[config.mk]
export PLATFORM = sky130hd
export DESIGN_NAME = pca_mul
export DESIGN_NICKNAME = d
export VERILOG_FILES = /design/src/rtl/core/pca_pkg.sv /design/src/rtl/core/pca_mul.sv
export SDC_FILE = /design/constraint.sdc
export NUM_CORES = 2
export LEC_CHECK = 0
export BUFFER_PORTS_ARGS = -buffer_cell sky130_fd_sc_hd__buf_2
export CORE_ASPECT_RATIO = 1.75
export CORE_UTILIZATION = 60
export CTS_CLUSTER_DIAMETER = 200
export DETAILED_ROUTE_END_ITERATION = 7
export PLACE_DENSITY = 0.77
export SLEW_MARGIN = 5
export SYNTH_ARGS = -nofsm -noshare
export SYNTH_HDL_FRONTEND = slang
export SYNTH_SLANG_ARGS = --single-unit
[constraint.sdc]
create_clock -name clk -period 9.39 [get_ports clk]
set_input_delay 0.939 -clock clk [delete_from_list [all_inputs] [get_ports clk]]
set_output_delay 0.939 -clock clk [all_outputs]
set_load 0.05 [all_outputs]
[src/rtl/core/pca_pkg.sv]
// Shared types and constants for the perpendicular cone axes core.
// No dependencies; the top level, pca_mul, pca_sqrt and pca_div refer to it by scoped names.
package pca_pkg;

  // Pipeline control distributed to every stage unit.
  typedef struct packed {
    logic adv;  // all stages move one place when high
  } pca_ctl_t;

  // Register stages inside one split multiplier.
  localparam int MUL_LAT = 2;

  // Divider stages beyond one per quotient bit (overflow check, saturate).
  localparam int DIV_XTRA_LAT = 2;

endpackage

[src/rtl/core/pca_mul.sv]
// Two-stage unsigned multiplier built from four half-width partial products.
// Depends on pca_pkg for the pipeline control type.
module pca_mul #(
  parameter int AW = 22,
  parameter int BW = 44
) (
  input  logic               clk,
  input  pca_pkg::pca_ctl_t  ctl,
  input  logic [AW-1:0]      a,
  input  logic [BW-1:0]      b,
  output logic [AW+BW-1:0]   p
);

  localparam int HA = (AW + 1) / 2;
  localparam int HB = (BW + 1) / 2;
  localparam int PW = AW + BW;

  logic [HA-1:0]      a_lo;
  logic [AW-HA-1:0]   a_hi;
  logic [HB-1:0]      b_lo;
  logic [BW-HB-1:0]   b_hi;
  logic [HA+HB-1:0]   pll;
  logic [HA+BW-HB-1:0] plh;
  logic [AW-HA+HB-1:0] phl;
  logic [AW-HA+BW-HB-1:0] phh;
  logic [PW-1:0]      t0, t1, t2, t3;

  assign a_lo = a[HA-1:0];
  assign a_hi = a[AW-1:HA];
  assign b_lo = b[HB-1:0];
  assign b_hi = b[BW-1:HB];

  // First stage: partial products
  always_ff @(posedge clk) begin
    if (ctl.adv) begin
      pll <= a_lo * b_lo;
      plh <= a_lo * b_hi;
      phl <= a_hi * b_lo;
      phh <= a_hi * b_hi;
    end
  end

  assign t0 = PW'(pll);
  assign t1 = PW'(plh) << HB;
  assign t2 = PW'(phl) << HA;
  assign t3 = PW'(phh) << (HA + HB);

  // Second stage: sum them
  always_ff @(posedge clk) begin
    if (ctl.adv) begin
      p <= t0 + t1 + t2 + t3;
    end
  end

endmodule

==> impl_metrics.yaml <==
finish:
  design_area_sq_mm: 0.04091
  nNetsFinal: 5296
  area_delta_synth_final_pct: 3.823
  fillers: 5408
  layout-drive-gt1-share_pct: 4.528
critical_path:
  regToRegStartpoint: "pll[14]"
  rrSetupSlack_ns: 5.20
  cp.arrival_ns: 7.33
  crit_path_max_fanout: 44
  rr_worst_depth: 11
  worstSetupStartpoint: "a[5]"
  crit_type: "in -> reg"
  r2r-end: "p[59]"
  critPathCaptureType: "flip-flop"
  crit_required_ns: 9.52
  start_kind: "input pin"
timing:
  rsz0062_at_grt: "no"
  max_freq_mhz: 139.0
  period_share_pct: 76.62
  slew_viol_final: 0
  setup_viol: 0
  worstMarginPinSlew_ns: 1.103
  hold_viol_final: 0
  period_minus_slack_ns: 7.195
  fin_setup_tns_ns: 0
  fin_skew_ns: 0.02034
  slew_headroom_pct: 26.49
detailed_routing:
  drt_iter0_markers: 1640
  drt_wl_total_microns: 102700
  wl_per_cell_microns: 20.69
  via_per_inst: 5.910
  vias: 29350
  antenna_left: 0
  drt_pass1_iterations: 8
  drc_errors: 0
synthesis:
  synth_area_sq_mm: 0.03940
  synth_top_family_by_area: "adder cells"
  synth_xor_area_share_pct: 3.423
  ys.flop_type: "edfxtp_1"
  ys_seq_elements: 198
  synth.mux.area_fraction_pct: 0.02540
  syn_avg_cell_area_sq_um: 9.370
  synth_simple_gate_area_share_pct: 16.48
  synth_cell_types: 70
  ys_warn_count: 0
  synth-compound-area-share_pct: 7.126
  synth_fa_ha_area_share_pct: 48.66
  synthArstFlopShare_pct: 0
  ys_seq_area_share_pct: 15.09
  synth-edff-count: 198
  synthCells: 4205
  syn_nets: 5362
floorplan:
  die_x_microns: 195.7
  coreArea_sq_mm: 0.06464
  die_area_sq_mm: 0.06674
  ioPinCount: 134
  rows: 123
  die_h_microns: 341.0
  start_util_pct: 60.96
global_route:
  grt.overflow.total: 0
  grt_max_degree: 90
  grtUsageTotal_pct: 32.94
  grt_pass1_vias: 32600
  grt_pass1_wl_microns: 166600
  antenna_found_initial: 2
placement:
  portBuffers: 133
  place_area_sq_mm: 0.04031
  gp_congestion: 0.9368
  hpwl_microns: 79390
min_path:
  hp-class: "reg -> reg"
  hold_start: "pll[10]"
  min_to: "p[10]"
  hold_depth: 0
clocking:
  cts_setup_buffers: 0
  ctsRootBufferMaster: "clkbuf_16"
  cts_resized: 0
  clkLatencyLatePin_ns: 0.49
  numCtsBuffers: 17
  h-tree-depth: 4
  ctsHoldBuffers: 0
  cts_buffer_depth: 2
  clk_pin_slew_worst_paths_ns: 0.07
  cts_tree: "yes"
  clock_sinks: 198
status:
  status: "finished, final reports clean"
run:
  maxCapViolations: 0
cell usage in the layout, fill, tap and decap left out, drive strengths merged, types with 6 or more instances in the layout:
cell,n
fa,739
inv,735
nand2,685
and2,385
ha,350
edfxtp,198
a21oi,147
buf,145
xnor2,109
nor2,100
o21ai,88
a21o,60
xor2,45
nand3,38
nand4,30
nor3,26
nor2b,24
and3,22
o21a,21
a31oi,19
o21bai,18
clkbuf,18
a211oi,16
o211ai,10
o31ai,10
nand2b,10
a21boi,8
clkinv,8
or3,7
o31a,6
nor4,6
or2,6
how the worst max path moves through the flow:
| stage | end | slack (ns) |
|---|---|---|
| 2_1_floorplan | pll[32] | 2.89 |
| 4_1_cts | plh[29] | 2.61 |
| 3_3_place_gp | plh[29] | 2.20 |
| 5_1_grt | pll[29] | 1.88 |
| 6_report | pll[29] | 2.20 |
| 3_5_place_dp | plh[29] | 2.09 |
registers in the layout, indices dropped and copies added (netlist names):
name,cells
p,66
phh,33
phl,33
plh,33
pll,33
synth_stat cells, drive strengths merged (18+ instances only):
master / number / share of area (%)
and3: 22 / 0.35
edfxtp: 198 / 15
fa: 739 / 38
clkbuf: 223 / 2.1
o21bai: 18 / 0.34
nor2: 100 / 0.95
xnor2: 109 / 2.4
a21oi: 147 / 1.9
nand3: 38 / 0.48
and2: 385 / 6.1
nand4: 30 / 0.48
nor3: 26 / 0.33
ha: 350 / 11
nand2: 685 / 6.5
o21a: 21 / 0.40
o21ai: 88 / 1.1
nor2b: 24 / 0.38
a31oi: 19 / 0.30
a21o: 60 / 1.1
xor2: 45 / 1.0
inv: 730 / 7.0
worst max-delay path, cell delays in order:
cell and delay, ns:
buf_2 0.72, nand2_1 0.22, fa_1 0.59, inv_1 0.06, fa_1 0.57, fa_1 0.44
fa_1 0.49, inv_1 0.05, fa_1 0.58, inv_1 0.07, ha_1 0.37, nand3_1 0.09
a21oi_1 0.16, o21ai_0 0.18, a211oi_1 0.41, nor3_1 0.17, o31ai_1 0.25, a21oi_1 0.12
xnor2_1 0.85
metal layers:
layer,GRT usage (%),up-vias,part of all wire [%]
met5,0,-,0.013
met4,31.14,2,11
met3,4.664,470,5.0
met2,60.14,1087,53
met1,31.38,14880,31
li1,-,12910,-
metrics by stage:
| stage | instances | util, % | hold slack, ns | setup WS (ns) |
|---|---|---|---|---|
| after floorplan | 4205 | - | 0.4003 | 2.887 |
| after global placement | 4932 | 62.36 | 0.4010 | 2.203 |
| after detailed placement | 4932 | 62.36 | 0.4052 | 2.088 |
| after CTS | 4964 | 63.28 | 0.4235 | 2.610 |
| after global routing | 4965 | 63.28 | 0.4290 | 1.876 |
| final | 4966 | 63.29 | 0.4229 | 2.195 |
final cells by class:
class	instances	area [sq um]	area share, %
Sequential cell	198	5946	14.53
Timing Repair Buffer	146	772.0	1.887
Tap cell	812	1016	2.484
Clock inverter	15	170.2	0.4160
Multi-Input combinational cell	3046	29830	72.93
Clock buffer	17	425.4	1.040
Antenna cell	2	5.005	0.01223
Inverter	730	2740	6.698
cells by family (layout without fill, tap and decap cells):
family	after synthesis	after routing
other	0	2
and+or+nand+nor	1356	1356
adders and majority gates	1089	1089
DFF	198	198
buffers and inverters	961	908
muxes	1	1
AOI/OAI and AO/OA	446	446
xor gates and xnor gates	154	154
Power is left out: the tool's default activity adds up to more than one toggle a clock period on the data nets, which glitch-free logic cannot reach.
